## src/hdl/dtem_pkg.sv

```systemverilog
`default_nettype none

package dtem_pkg;

  // Configuration register indexes
  localparam logic CFG_MIN_YEAR = 1'b0;
  localparam logic CFG_MAX_YEAR = 1'b1;

  localparam logic [13:0] MIN_YEAR_RST = 14'd2000;
  localparam logic [13:0] MAX_YEAR_RST = 14'd2100;

  // String kinds
  localparam logic KIND_DATE = 1'b0;
  localparam logic KIND_TIME = 1'b1;

  // ASCII codes
  localparam logic [7:0] CH_SLASH = 8'h2F;
  localparam logic [7:0] CH_COLON = 8'h3A;
  localparam logic [7:0] CH_ZERO  = 8'h30;
  localparam logic [7:0] CH_NINE  = 8'h39;

  // Character positions in "DD/MM/YYYY"
  localparam logic [3:0] POS_DAY_HI  = 4'd0;
  localparam logic [3:0] POS_DAY_LO  = 4'd1;
  localparam logic [3:0] POS_D_SEP1  = 4'd2;
  localparam logic [3:0] POS_MON_HI  = 4'd3;
  localparam logic [3:0] POS_MON_LO  = 4'd4;
  localparam logic [3:0] POS_D_SEP2  = 4'd5;
  localparam logic [3:0] POS_YEAR_HI = 4'd6;
  localparam logic [3:0] POS_D_LAST  = 4'd9;

  // Character positions in "HH:MM"
  localparam logic [3:0] POS_HOUR_HI = 4'd0;
  localparam logic [3:0] POS_HOUR_LO = 4'd1;
  localparam logic [3:0] POS_T_SEP   = 4'd2;
  localparam logic [3:0] POS_MIN_HI  = 4'd3;
  localparam logic [3:0] POS_T_LAST  = 4'd4;

  localparam logic [3:0] POS_MAX = 4'd15;

  // Calendar constants
  localparam logic [6:0]  HOUR_MAX    = 7'd23;
  localparam logic [6:0]  MINUTE_MAX  = 7'd59;
  localparam logic [3:0]  MONTH_FEB   = 4'd2;
  localparam logic [22:0] DAYS_PER_ERA = 23'd146097;
  // one era of offset plus the days from 0000-03-01 to 1970-01-01,
  // plus one because the day of month enters the day count one-based
  localparam logic signed [23:0] DAYS_BIAS = 24'sd865566;
  localparam logic signed [34:0] MIN_PER_DAY = 35'sd1440;

  // Multiply-accumulate one decimal digit, truncated to the field width
  function automatic logic [6:0] acc7(input logic [6:0] v, input logic [3:0] d);
    logic [10:0] t;
    t = {1'b0, v, 3'b000} + {3'b000, v, 1'b0} + {7'b0, d};
    return t[6:0];
  endfunction

  function automatic logic [13:0] acc14(input logic [13:0] v, input logic [3:0] d);
    logic [17:0] t;
    t = {1'b0, v, 3'b000} + {3'b000, v, 1'b0} + {14'b0, d};
    return t[13:0];
  endfunction

  // Gregorian leap year; y / 100 by reciprocal, exact below 2^14
  function automatic logic is_leap(input logic [13:0] y);
    logic [26:0] prod;
    logic [7:0]  q;
    logic [14:0] r;
    prod = {13'b0, y} * 27'd5243;
    q    = prod[26:19];
    r    = {1'b0, y} - ({7'b0, q} * 15'd100);
    return ((y[1:0] == 2'b00) && (r != 15'd0)) || ((r == 15'd0) && (q[1:0] == 2'b00));
  endfunction

  // Days in month, February without the leap day
  function automatic logic [4:0] month_days(input logic [3:0] m);
    logic [4:0] n;
    case (m)
      4'd2:                         n = 5'd28;
      4'd4, 4'd6, 4'd9, 4'd11:      n = 5'd30;
      default:                      n = 5'd31;
    endcase
    return n;
  endfunction

  // First day of month in a March-based year, month index 0 = March
  function automatic logic [8:0] month_start(input logic [3:0] mp);
    logic [8:0] s;
    case (mp)
      4'd0:    s = 9'd0;
      4'd1:    s = 9'd31;
      4'd2:    s = 9'd61;
      4'd3:    s = 9'd92;
      4'd4:    s = 9'd122;
      4'd5:    s = 9'd153;
      4'd6:    s = 9'd184;
      4'd7:    s = 9'd214;
      4'd8:    s = 9'd245;
      4'd9:    s = 9'd275;
      4'd10:   s = 9'd306;
      4'd11:   s = 9'd337;
      default: s = 9'd0;
    endcase
    return s;
  endfunction

endpackage

`default_nettype wire

```

## src/hdl/date_time_to_epoch_minutes.sv

```systemverilog
`default_nettype none
// Date and time string to minutes since 1970-01-01 00:00.
// Input channel: one ASCII character per transfer (in_character), with
// in_kind (0 = "DD/MM/YYYY" date, 1 = "HH:MM" time) and in_last_char marking
// the end of a string. Only the last character of a time string produces a
// result; all other characters just update the parser state.
// Result channel: out_valid_res is 1 when the latest date and this time both
// validated; out_total_minutes is the signed minute count, zero otherwise.
// Configuration channel: cfg_index 0 writes min_year, 1 writes max_year;
// cfg_ready is always high.
// Throughput: one character per cycle while the output is not stalled. A
// result passes the six-stage calendar pipeline (era, year of era, day of
// era, day count, minute count) into the output register.
// A stalled receiver freezes the whole pipeline and drops in_ready in the
// same cycle; nothing is lost. Reset empties the pipeline, clears the
// parser and loads years 2000 and 2100 into the window registers.
module date_time_to_epoch_minutes (
  input  wire logic               clk,
  input  wire logic               rst_n,
  input  wire logic               in_valid,
  output logic                    in_ready,
  input  wire logic [7:0]         in_character,
  input  wire logic               in_kind,
  input  wire logic               in_last_char,
  output logic                    out_valid,
  input  wire logic               out_ready,
  output logic                    out_valid_res,
  output logic signed [32:0]      out_total_minutes,
  input  wire logic               cfg_valid,
  output logic                    cfg_ready,
  input  wire logic               cfg_index,
  input  wire logic [13:0]        cfg_data
);
  import dtem_pkg::*;

  // Configuration
  logic [13:0] min_year_r;
  logic [13:0] max_year_r;

  // Parser state
  logic [3:0]  char_pos_r;
  logic [6:0]  day_value_r, month_value_r, hour_value_r, minute_value_r;
  logic [13:0] year_value_r;
  logic        fmt_err_r;
  logic        date_chk_r, date_fmt_r, date_ok_r;

  // Parser next values
  logic        in_xfer, pipe_en;
  logic        is_digit, char_err, fmt_err_cur;
  logic [3:0]  dval;
  logic [6:0]  day_nxt, month_nxt, hour_nxt, minute_nxt;
  logic [13:0] year_nxt;
  logic        date_valid, leap, date_ok_eff, time_ok;
  logic [4:0]  max_day;

  // Pipeline stages
  logic        s1_vld_r, s1_ok_r;
  logic [13:0] s1_year_r;
  logic [3:0]  s1_month_r;
  logic [6:0]  s1_day_r;
  logic [4:0]  s1_hour_r;
  logic [5:0]  s1_min_r;

  logic        s2_vld_r, s2_ok_r;
  logic [14:0] s2_ys_r;
  logic [5:0]  s2_era_r;
  logic [8:0]  s2_doy_r;
  logic [10:0] s2_hm_r;

  logic        s3_vld_r, s3_ok_r;
  logic [8:0]  s3_yoe_r;
  logic [5:0]  s3_era_r;
  logic [8:0]  s3_doy_r;
  logic [10:0] s3_hm_r;

  logic        s4_vld_r, s4_ok_r;
  logic [17:0] s4_doe_r;
  logic [5:0]  s4_era_r;
  logic [10:0] s4_hm_r;

  logic              s5_vld_r, s5_ok_r;
  logic signed [23:0] s5_days_r;
  logic [10:0]       s5_hm_r;

  logic              out_vld_r, out_res_r;
  logic signed [32:0] out_total_r;

  logic [14:0] ys_w;
  logic [21:0] era_prod;
  logic [3:0]  mp_w;
  logic [8:0]  doy_w;
  logic [10:0] hm_w;
  logic [14:0] yoe_w;
  logic [17:0] y365_w;
  logic [14:0] c100_prod;
  logic [17:0] doe_w;
  logic [22:0] era_days_w;
  logic signed [23:0] days_w;
  logic signed [34:0] total_w;

  assign pipe_en   = !out_vld_r || out_ready;
  assign in_ready  = pipe_en;
  assign in_xfer   = in_valid && in_ready;
  assign cfg_ready = 1'b1;

  // Write configuration registers
  always_ff @(posedge clk) begin
    if (!rst_n) begin
      min_year_r <= MIN_YEAR_RST;
      max_year_r <= MAX_YEAR_RST;
    end else if (cfg_valid && cfg_ready) begin
      case (cfg_index)
        CFG_MIN_YEAR: min_year_r <= cfg_data;
        CFG_MAX_YEAR: max_year_r <= cfg_data;
        default:      min_year_r <= min_year_r;
      endcase
    end
  end

  // Check the character against its position and accumulate digits
  always_comb begin
    is_digit   = (in_character >= CH_ZERO) && (in_character <= CH_NINE);
    dval       = is_digit ? in_character[3:0] : 4'd0;
    char_err   = 1'b0;
    day_nxt    = day_value_r;
    month_nxt  = month_value_r;
    year_nxt   = year_value_r;
    hour_nxt   = hour_value_r;
    minute_nxt = minute_value_r;
    if (in_kind == KIND_DATE) begin
      if ((char_pos_r == POS_D_SEP1) || (char_pos_r == POS_D_SEP2)) begin
        char_err = (in_character != CH_SLASH);
      end else if (char_pos_r <= POS_D_LAST) begin
        if (!is_digit) begin
          char_err = 1'b1;
        end else begin
          case (char_pos_r)
            POS_DAY_HI:  day_nxt   = {3'b000, dval};
            POS_DAY_LO:  day_nxt   = acc7(day_value_r, dval);
            POS_MON_HI:  month_nxt = {3'b000, dval};
            POS_MON_LO:  month_nxt = acc7(month_value_r, dval);
            POS_YEAR_HI: year_nxt  = {10'b0, dval};
            default:     year_nxt  = acc14(year_value_r, dval);
          endcase
        end
      end else begin
        char_err = 1'b1;
      end
    end else begin
      if (char_pos_r == POS_T_SEP) begin
        char_err = (in_character != CH_COLON);
      end else if (char_pos_r <= POS_T_LAST) begin
        if (!is_digit) begin
          char_err = 1'b1;
        end else begin
          case (char_pos_r)
            POS_HOUR_HI: hour_nxt   = {3'b000, dval};
            POS_HOUR_LO: hour_nxt   = acc7(hour_value_r, dval);
            POS_MIN_HI:  minute_nxt = {3'b000, dval};
            default:     minute_nxt = acc7(minute_value_r, dval);
          endcase
        end
      end else begin
        char_err = 1'b1;
      end
    end
    fmt_err_cur = fmt_err_r || char_err;
  end

  // Validate the stored date in the cycle after its last character; check the time
  always_comb begin
    leap    = is_leap(year_value_r);
    max_day = month_days(month_value_r[3:0]);
    if ((month_value_r[3:0] == MONTH_FEB) && leap) begin
      max_day = 5'd29;
    end
    date_valid = (year_value_r >= min_year_r) && (year_value_r <= max_year_r) &&
                 (month_value_r >= 7'd1) && (month_value_r <= 7'd12) &&
                 (day_value_r >= 7'd1) && (day_value_r <= {2'b00, max_day});
    date_ok_eff = date_chk_r ? (date_fmt_r && date_valid) : date_ok_r;
    time_ok     = !fmt_err_cur && date_ok_eff && (char_pos_r == POS_T_LAST) &&
                  (hour_nxt <= HOUR_MAX) && (minute_nxt <= MINUTE_MAX);
  end

  // Advance the parser on each transfer
  always_ff @(posedge clk) begin
    if (!rst_n) begin
      char_pos_r     <= 4'd0;
      fmt_err_r      <= 1'b0;
      day_value_r    <= 7'd0;
      month_value_r  <= 7'd0;
      year_value_r   <= 14'd0;
      hour_value_r   <= 7'd0;
      minute_value_r <= 7'd0;
    end else if (in_xfer) begin
      day_value_r    <= day_nxt;
      month_value_r  <= month_nxt;
      year_value_r   <= year_nxt;
      hour_value_r   <= hour_nxt;
      minute_value_r <= minute_nxt;
      if (in_last_char) begin
        char_pos_r <= 4'd0;
        fmt_err_r  <= 1'b0;
      end else begin
        char_pos_r <= (char_pos_r == POS_MAX) ? POS_MAX : char_pos_r + 4'd1;
        fmt_err_r  <= fmt_err_cur;
      end
    end
  end

  // Hold the date verdict; drop it after every time result
  always_ff @(posedge clk) begin
    if (!rst_n) begin
      date_chk_r <= 1'b0;
      date_fmt_r <= 1'b0;
      date_ok_r  <= 1'b0;
    end else begin
      date_chk_r <= 1'b0;
      date_ok_r  <= date_ok_eff;
      if (in_xfer && in_last_char) begin
        if (in_kind == KIND_DATE) begin
          date_chk_r <= 1'b1;
          date_fmt_r <= !fmt_err_cur && (char_pos_r == POS_D_LAST);
        end else begin
          date_ok_r <= 1'b0;
        end
      end
    end
  end

  // Stage valid bits
  always_ff @(posedge clk) begin
    if (!rst_n) begin
      s1_vld_r  <= 1'b0;
      s2_vld_r  <= 1'b0;
      s3_vld_r  <= 1'b0;
      s4_vld_r  <= 1'b0;
      s5_vld_r  <= 1'b0;
      out_vld_r <= 1'b0;
    end else if (pipe_en) begin
      s1_vld_r  <= in_xfer && in_last_char && (in_kind == KIND_TIME);
      s2_vld_r  <= s1_vld_r;
      s3_vld_r  <= s2_vld_r;
      s4_vld_r  <= s3_vld_r;
      s5_vld_r  <= s4_vld_r;
      out_vld_r <= s5_vld_r;
    end
  end

  // Shift the year back for January and February; find the era and the minute of day.
  // Day of year stays one-based here; the bias takes the extra day off.
  always_comb begin
    ys_w     = {1'b0, s1_year_r} + 15'd400 - ((s1_month_r <= MONTH_FEB) ? 15'd1 : 15'd0);
    era_prod = {11'b0, ys_w[14:4]} * 22'd1311;
    mp_w     = (s1_month_r > MONTH_FEB) ? (s1_month_r - 4'd3) : (s1_month_r + 4'd9);
    doy_w    = month_start(mp_w) + {2'b00, s1_day_r};
    hm_w     = {s1_hour_r, 6'b000000} - {4'b0000, s1_hour_r, 2'b00} + {5'b00000, s1_min_r};
  end

  // Year of era
  assign yoe_w = s2_ys_r - ({1'b0, s2_era_r, 8'b0} + {2'b0, s2_era_r, 7'b0} +
                            {5'b0, s2_era_r, 4'b0});

  // Day of era
  always_comb begin
    y365_w    = {9'b0, s3_yoe_r} * 18'd365;
    c100_prod = {6'b0, s3_yoe_r} * 15'd41;
    doe_w     = y365_w + {11'b0, s3_yoe_r[8:2]} - {15'b0, c100_prod[14:12]} +
                {9'b0, s3_doy_r};
  end

  // Days and minutes since the epoch
  always_comb begin
    era_days_w = {17'b0, s4_era_r} * DAYS_PER_ERA;
    days_w     = $signed({1'b0, era_days_w}) + $signed({6'b0, s4_doe_r}) - DAYS_BIAS;
    total_w    = 35'(s5_days_r) * MIN_PER_DAY + $signed({24'b0, s5_hm_r});
  end

  // Pipeline payload
  always_ff @(posedge clk) begin
    if (pipe_en) begin
      s1_ok_r     <= time_ok;
      s1_year_r   <= year_value_r;
      s1_month_r  <= month_value_r[3:0];
      s1_day_r    <= day_value_r;
      s1_hour_r   <= hour_nxt[4:0];
      s1_min_r    <= minute_nxt[5:0];

      s2_ok_r     <= s1_ok_r;
      s2_ys_r     <= ys_w;
      s2_era_r    <= era_prod[20:15];
      s2_doy_r    <= doy_w;
      s2_hm_r     <= hm_w;

      s3_ok_r     <= s2_ok_r;
      s3_yoe_r    <= yoe_w[8:0];
      s3_era_r    <= s2_era_r;
      s3_doy_r    <= s2_doy_r;
      s3_hm_r     <= s2_hm_r;

      s4_ok_r     <= s3_ok_r;
      s4_doe_r    <= doe_w;
      s4_era_r    <= s3_era_r;
      s4_hm_r     <= s3_hm_r;

      s5_ok_r     <= s4_ok_r;
      s5_days_r   <= days_w;
      s5_hm_r     <= s4_hm_r;

      out_res_r   <= s5_ok_r;
      out_total_r <= s5_ok_r ? total_w[32:0] : 33'sd0;
    end
  end

  assign out_valid         = out_vld_r;
  assign out_valid_res     = out_res_r;
  assign out_total_minutes = out_total_r;

  // Checks
  a_invalid_zero: assert property (@(posedge clk) disable iff (!rst_n)
    out_valid && !out_valid_res |-> out_total_minutes == 33'sd0)
    else $error("invalid result carries a nonzero minute count");

  a_time_end_enters: assert property (@(posedge clk) disable iff (!rst_n)
    in_xfer && in_last_char && (in_kind == KIND_TIME) |=> s1_vld_r)
    else $error("time string end did not enter the pipeline");

  a_ok_fields: assert property (@(posedge clk) disable iff (!rst_n)
    s1_vld_r && s1_ok_r |-> (s1_month_r <= 4'd12) && (s1_hour_r <= 5'd23) &&
                            (s1_min_r <= 6'd59))
    else $error("validated item with out-of-range fields");

  a_pos_restart: assert property (@(posedge clk) disable iff (!rst_n)
    in_xfer && in_last_char |=> (char_pos_r == 4'd0) && !fmt_err_r)
    else $error("parser did not restart after a string end");

  a_date_chk_once: assert property (@(posedge clk) disable iff (!rst_n)
    date_chk_r && !$past(in_xfer && in_last_char) |-> 1'b0)
    else $error("date check pending without a date end");

endmodule

`default_nettype wire
```

## config.mk

```make
export PLATFORM = sky130hd
export DESIGN_NAME = date_time_to_epoch_minutes
export DESIGN_NICKNAME = d
export VERILOG_FILES = /design/src/hdl/dtem_pkg.sv /design/src/hdl/date_time_to_epoch_minutes.sv
export SDC_FILE = /design/constraint.sdc
export NUM_CORES = 1
export LEC_CHECK = 0
export BUFFER_PORTS_ARGS = -buffer_cell sky130_fd_sc_hd__buf_4
export CORE_UTILIZATION = 25
export DETAILED_ROUTE_END_ITERATION = 8
export HOLD_SLACK_MARGIN = 0.03
export SLEW_MARGIN = 40
export SYNTH_ARGS = -nofsm -noshare
export SYNTH_HDL_FRONTEND = slang
export SYNTH_SLANG_ARGS = --single-unit
```

## constraint.sdc

```tcl
create_clock -name clk -period 13.7 [get_ports clk]
set_input_delay 2.055 -clock clk [delete_from_list [all_inputs] [get_ports clk]]
set_output_delay 2.055 -clock clk [all_outputs]
set_load 0.005 [all_outputs]
```

==> metrics.txt, run 1 <==
Synth Area in XOR/XNOR around 5%; Synth Warn # 0; number of max-slew violations in the final report 0; Synth Instances roughly 3000; hold depth 0; period utilization around 77%; Vert. Die Dim around 350 µm; register area share after synthesis ~27%; ANT nets after route 0; Starting Density between 20% and 30%; share of post-route cells with drive strength above 1 between 5 and 6%; CTS tree done; DP HPWL approximately 49000 µm; initial DRC count approximately 820; syn_nets approximately 3900; largest net degree at the start of global routing 85; DRT Wirelength ~61000 µm; Synth Area in Compound Gates 10.6%; Placed Cells between 4000 and 5000; synth unique cells 85; Synth async-reset ratio 0%; Max-Cap Viols 0; H-Tree Depth 2; met3 Track Usage GR 1.56%; Root Buffer clkbuf_16; Post-synth EDFFs 215; Hold-fix buffers, CTS 0; crit-path max FO 13; Worst Setup Start Kind flop; Post-Synth Simple-Gate Area a little under a tenth; Diodes inserted 0; Max Freq between 90 and 100 MHz; vias in the first global route 20700; Routed wire per std cell around 13 µm; routability cong. 0.860; first-pass GRT wire length a little over 100000 µm; Final Hold Viols 0; Final #Nets between 3000 and 4000; worst endpoint required time around 14 ns; post-route insts no fill 4729; area of the core between 0.1 and 0.15 mm²; CTS max path bufs 3; cell at the slowest stage of the critical path dfxtp_1; Fillers about 13000; crit-path max cell delay about 0.76 ns; routed vias approximately 20000; syn avg cell area between 10 and 15 µm²; R2R cell count 39; Worst-Margin Slew about 0.82 ns; largest family of logic cells by synthesized area adder cells; CTS Sinks between 200 and 300; Hold Crit Class flop to flop; GR Util met1 a little over an eighth; Final Critical Period about 11 ns; critical path's most frequent cell ha_1; die area roughly 0.12 mm²; antenna violations before repair 1; Adder-Cell Fraction of Synth Area about two fifths; M2 GR Usage roughly 17%; Via density about 4.3; Clk Latency, worst-skew pair roughly 0.57 ns; Worst slew margin a little under half; Inserted Clock Buffers 36; die width about 350 µm; site row count 127; most common cell after layout, fill and taps aside inv_1; hold slack between 0.4 and 0.5 ns; status finished clean; total congestion overflow 0; Worst Path Class, Setup flop to flop; I/O pins between 60 and 70; Syn-to-layout area delta 12.1%; Yosys reg bits between 200 and 300; post-cts sizing count 0; main flop type after synthesis edfxtp_1; drt drc 0; Setup violations, final 0; clock skew ~0.023 ns; global-route usage over all layers between 10% and 20%; GRT busiest layer met2; Pre-Repair DR Iteration Count 7; RSZ-0062 raised after global routing no; Post-CTS Setup Inserts 0; CTS clk-pin slew, worst paths ~0.060 ns; Worst EP arrival roughly 11 ns; most frequent cells in the layout inv_1, ha_1, fa_1; synthesized cell area ~0.03 mm²; mux share of post-synthesis cell area 0.342%; crit path capture type flop; PortBufs 65; Setup TNS 0 ns
-- path summary, 6_finish.rpt --
path	slack, ns	start	end
setup / recovery	3.10	year_value_r[12]$_SDFFE_PN0P_	s1_ok_r$_DFFE_PN_
hold / removal	0.40	s2_doy_r[0]$_DFFE_PN_	s3_doy_r[0]$_DFFE_PN_
setup reg to reg	3.10	year_value_r[12]$_SDFFE_PN0P_	s1_ok_r$_DFFE_PN_
hold reg to reg	0.40	s2_doy_r[0]$_DFFE_PN_	s3_doy_r[0]$_DFFE_PN_
-- Yosys cell counts, types with 16 or more instances --
| cell | number | share of area [%] |
|---|---|---|
| nor3_1 | 36 | 0.59 |
| and2_1 | 37 | 0.76 |
| a21oi_1 | 120 | 2.0 |
| o21ai_0 | 69 | 1.1 |
| nand2_1 | 171 | 2.1 |
| nand3_1 | 53 | 0.87 |
| o211ai_1 | 24 | 0.59 |
| fa_1 | 238 | 16 |
| a21o_1 | 43 | 1.1 |
| xor2_1 | 55 | 1.6 |
| o21a_1 | 37 | 0.92 |
| nor2_1 | 119 | 1.5 |
| a21boi_0 | 43 | 1.1 |
| nor2b_1 | 42 | 0.87 |
| edfxtp_1 | 215 | 21 |
| dfxtp_1 | 84 | 5.5 |
| clkbuf_1 | 36 | 0.45 |
| inv_1 | 633 | 7.8 |
| ha_1 | 572 | 24 |
| xnor2_1 | 119 | 3.4 |
| nand4_1 | 16 | 0.33 |
-- registers in the layout, indices dropped and copies added, names as in the netlist, 11 cells and up --
name	cells
out_total_minutes	33
s5_days_r	24
s4_doe_r	18
max_year_r	14
min_year_r	14
s1_year_r	14
year_value_r	14
s2_hm_r	11
s3_hm_r	11
s4_hm_r	11
s5_hm_r	11
-- cell type report --
cell class | instances | area, µm² | area share (%)
multi-input combinational | 2045 | 19700 | 57.9
sequential | 299 | 8140 | 23.9
inverter | 633 | 2380 | 7.01
tap | 1612 | 2020 | 5.93
clock buffer | 42 | 923 | 2.72
timing repair buffer | 75 | 587 | 1.73
clock inverter | 23 | 263 | 0.773
-- per-stage QoR --
stage	setup WS, ns	util, %	area (µm²)
3_5_place_dp	3.14	27.3	32800
5_1_grt	2.34	28.3	34000
2_1_floorplan	4.52	-	30300
6_report	3.10	28.3	34000
4_1_cts	3.14	28.3	33900
3_3_place_gp	3.48	27.2	32700
-- routing by layer --
metal  share of wire, %  vias to the layer above
li1                   -                    10300
met2                 46                      245
met3                3.9                       76
met4                2.0                        0
met5                  0                        -
met1                 48                     9548
-- cell families after synthesis --
logic type                 count (synthesis)
and+or+nand+nor                          568
buffers and inverters                    676
xor gates and xnor gates                 175
other                                      1
adders and majority gates                810
AOI/OAI and AO/OA                        481
muxes                                     10
DFF                                      299
-- worst max-delay path, delay by kind of cell, from the launching register on --
family | cells | cell delay (ns)
adders and majority gates | 12 | 4.80
AOI/OAI and AO/OA | 12 | 2.74
and+or+nand+nor | 9 | 1.50
DFF | 1 | 0.76
xor gates and xnor gates | 2 | 0.35
buffers and inverters | 4 | 0.19
Power of run 1 is left out: the tool's default activity adds up to more than one toggle a clock period on the data nets, which glitch-free logic cannot reach.
==> run 2: changes to the inputs <==
--- a/config.mk
+++ b/config.mk
@@ -5,6 +5,7 @@
 export SDC_FILE = /design/constraint.sdc
 export NUM_CORES = 1
 export LEC_CHECK = 0
+export ABC_AREA = 1
 export BUFFER_PORTS_ARGS = -buffer_cell sky130_fd_sc_hd__buf_4
 export CORE_UTILIZATION = 25
 export DETAILED_ROUTE_END_ITERATION = 8
==> constraint.sdc (replaced) <==
create_clock -name clk -period 11.1 [get_ports clk]
set_input_delay 1.665 -clock clk [delete_from_list [all_inputs] [get_ports clk]]
set_output_delay 1.665 -clock clk [all_outputs]
set_load 0.005 [all_outputs]
==> metrics.txt, run 2 <==
top-count cell post-synth inv_1; RSZ-0062 raised after global routing no; ANT nets after route 0; Yosys reg bits approximately 300; die width between 300 and 400 µm; vias in the first global route 21900; DRT Wirelength about 63000 µm; share of post-route cells with drive strength above 1 5.92%; global-route usage over all layers a little over a tenth; Post-CTS Setup Inserts 0; Max Freq 100 MHz; worst endpoint required time roughly 11 ns; Pre-Repair DR Iteration Count 5; synthesized cell area between 0.03 and 0.04 mm²; CTS Sinks between 200 and 300; number of max-slew violations in the final report 0; largest net degree at the start of global routing 80; syn_nets 4165; CTS clk-pin slew, worst paths ~0.06 ns; Vert. Die Dim 352 µm; Starting Density between 20% and 30%; I/O pins 67; crit-path max FO 10; status finished clean; Placed Cells ~5000; Routed wire per std cell 12.4 µm; Synth area leader ha_1; Final Hold Viols 0; Synth top area share 23.4%; Setup TNS 0 ns; main flop type after synthesis edfxtp_1; clock skew 0.0365 ns; Via density 4.21; PortBufs between 60 and 70; initial DRC count between 900 and 1000; total congestion overflow 0; Area contributors post-synth ha_1, edfxtp_1, fa_1; Final #Nets roughly 4300; Worst Setup Start Kind flop; post-route insts no fill 5072; dpl ws 1.15 ns; Root Buffer clkbuf_16; drt drc 0; Max-Cap Viols 0; synth unique cells 58; antenna violations before repair 0; Worst Path Class, Setup flop to flop; post-cts sizing count 0; Synth async-reset ratio 0%; Clk Latency, worst-skew pair around 0.57 ns; Final Critical Period between 9 and 10 ns; CTS max path bufs 3; Post-synth EDFFs 215; period utilization between 80% and 90%; Syn-to-layout area delta 12.4%; final setup margin 1.13 ns; routed vias 21300; routability cong. 0.837; die area approximately 0.12 mm²; Hold-fix buffers, CTS 0; Synth Warn # 0; first-pass GRT wire length 108000 µm; Worst slew margin between 40% and 50%; CTS tree done; Diodes inserted 0; Inserted Clock Buffers 37; max reg flops 33; synth cell count leaders inv_1, ha_1, nand2_1; syn avg cell area just over 9 µm²; register area share after synthesis between 20% and 30%; crit-path max cell delay roughly 0.67 ns; cell at the slowest stage of the critical path dfxtp_1; DP HPWL 52000 µm; Worst EP arrival between 10 and 15 ns; critical path's most frequent cell nand2_1; area of the core about 0.12 mm²; Setup violations, final 0; most frequent cells in the layout inv_1, ha_1, nand2_1; Worst-Margin Slew roughly 0.8 ns; Synth Instances 3325; H-Tree Depth 2; crit path capture type flop; Hold Crit Class flop to flop; most common cell after layout, fill and taps aside inv_1; site row count ~130
[run 2: cell types whose count changed in the layout (fill, tap and decap cells not counted), sizes merged, moves of 59 or more]
cell and delta:
o21ai +61, nand2 +193, xor2 +59, a21oi +121, nor2 +70, xnor2 -75, inv +181
[run 2: path summary, 6_finish.rpt]
kind / start / end / slack [ns] / cells past startpoint
max: year_value_r[4]$_SDFFE_PN0P_ / s1_ok_r$_DFFE_PN_ / 1.13 / 47
min: s1_ok_r$_DFFE_PN_ / s2_ok_r$_DFFE_PN_ / 0.41 / 0
max reg2reg: year_value_r[4]$_SDFFE_PN0P_ / s1_ok_r$_DFFE_PN_ / 1.13 / 47
min reg2reg: s1_ok_r$_DFFE_PN_ / s2_ok_r$_DFFE_PN_ / 0.41 / 0
[run 2: worst max-delay path: cells and delay by family, from the launching register on]
kind | cells | cell delay [ns]
buffers and inverters | 9 | 0.69
AO/OA/AOI/OAI | 9 | 1.78
adder cells (fa/ha/maj) | 12 | 4.59
flip-flops | 1 | 0.67
XOR/XNOR | 2 | 0.49
AND/OR/NAND/NOR | 15 | 1.49
[run 2: layout make-up]
cell class                 count  area [µm²]
fill                       13000       87300
multi-input combinational   2188       19400
sequential                   299        8140
inverter                     817        3070
tap                         1625        2030
clock buffer                  44        1020
timing repair buffer          77         586
clock inverter                22         238
[run 2: cells by family (layout without fill, tap and decap cells)]
group           Yosys count  after routing  share of synthesized area, %
fa+ha+maj               810            810                          38.9
xor+xnor                159            159                          4.72
compound gates          502            502                          9.43
simple gates            716            716                          10.1
flops                   299            299                          26.6
buf+inv                 838            960                          10.3
other cells               1              1                        0.0122
[run 2: per-layer routing]
layer  vias up  global-route usage, %  part of all wire (%)
li1      11000                      -                     -
met1      9988                   13.5                    47
met2       309                   17.8                    47
met3        80                   1.72                   4.1
met4         0                   2.62                   2.1
met5         -                      0                     0
[run 2: through the flow]
stage / utilization, % / instance area (µm²) / hold slack [ns]
global placement: 27.3 / 33200 / 0.401
finish: 28.3 / 34500 / 0.413
floorplan: - / 30600 / 0.400
detailed placement: 27.3 / 33200 / 0.405
global route: 28.3 / 34500 / 0.422
CTS: 28.3 / 34400 / 0.413
Power of run 2 is left out for the same reason.
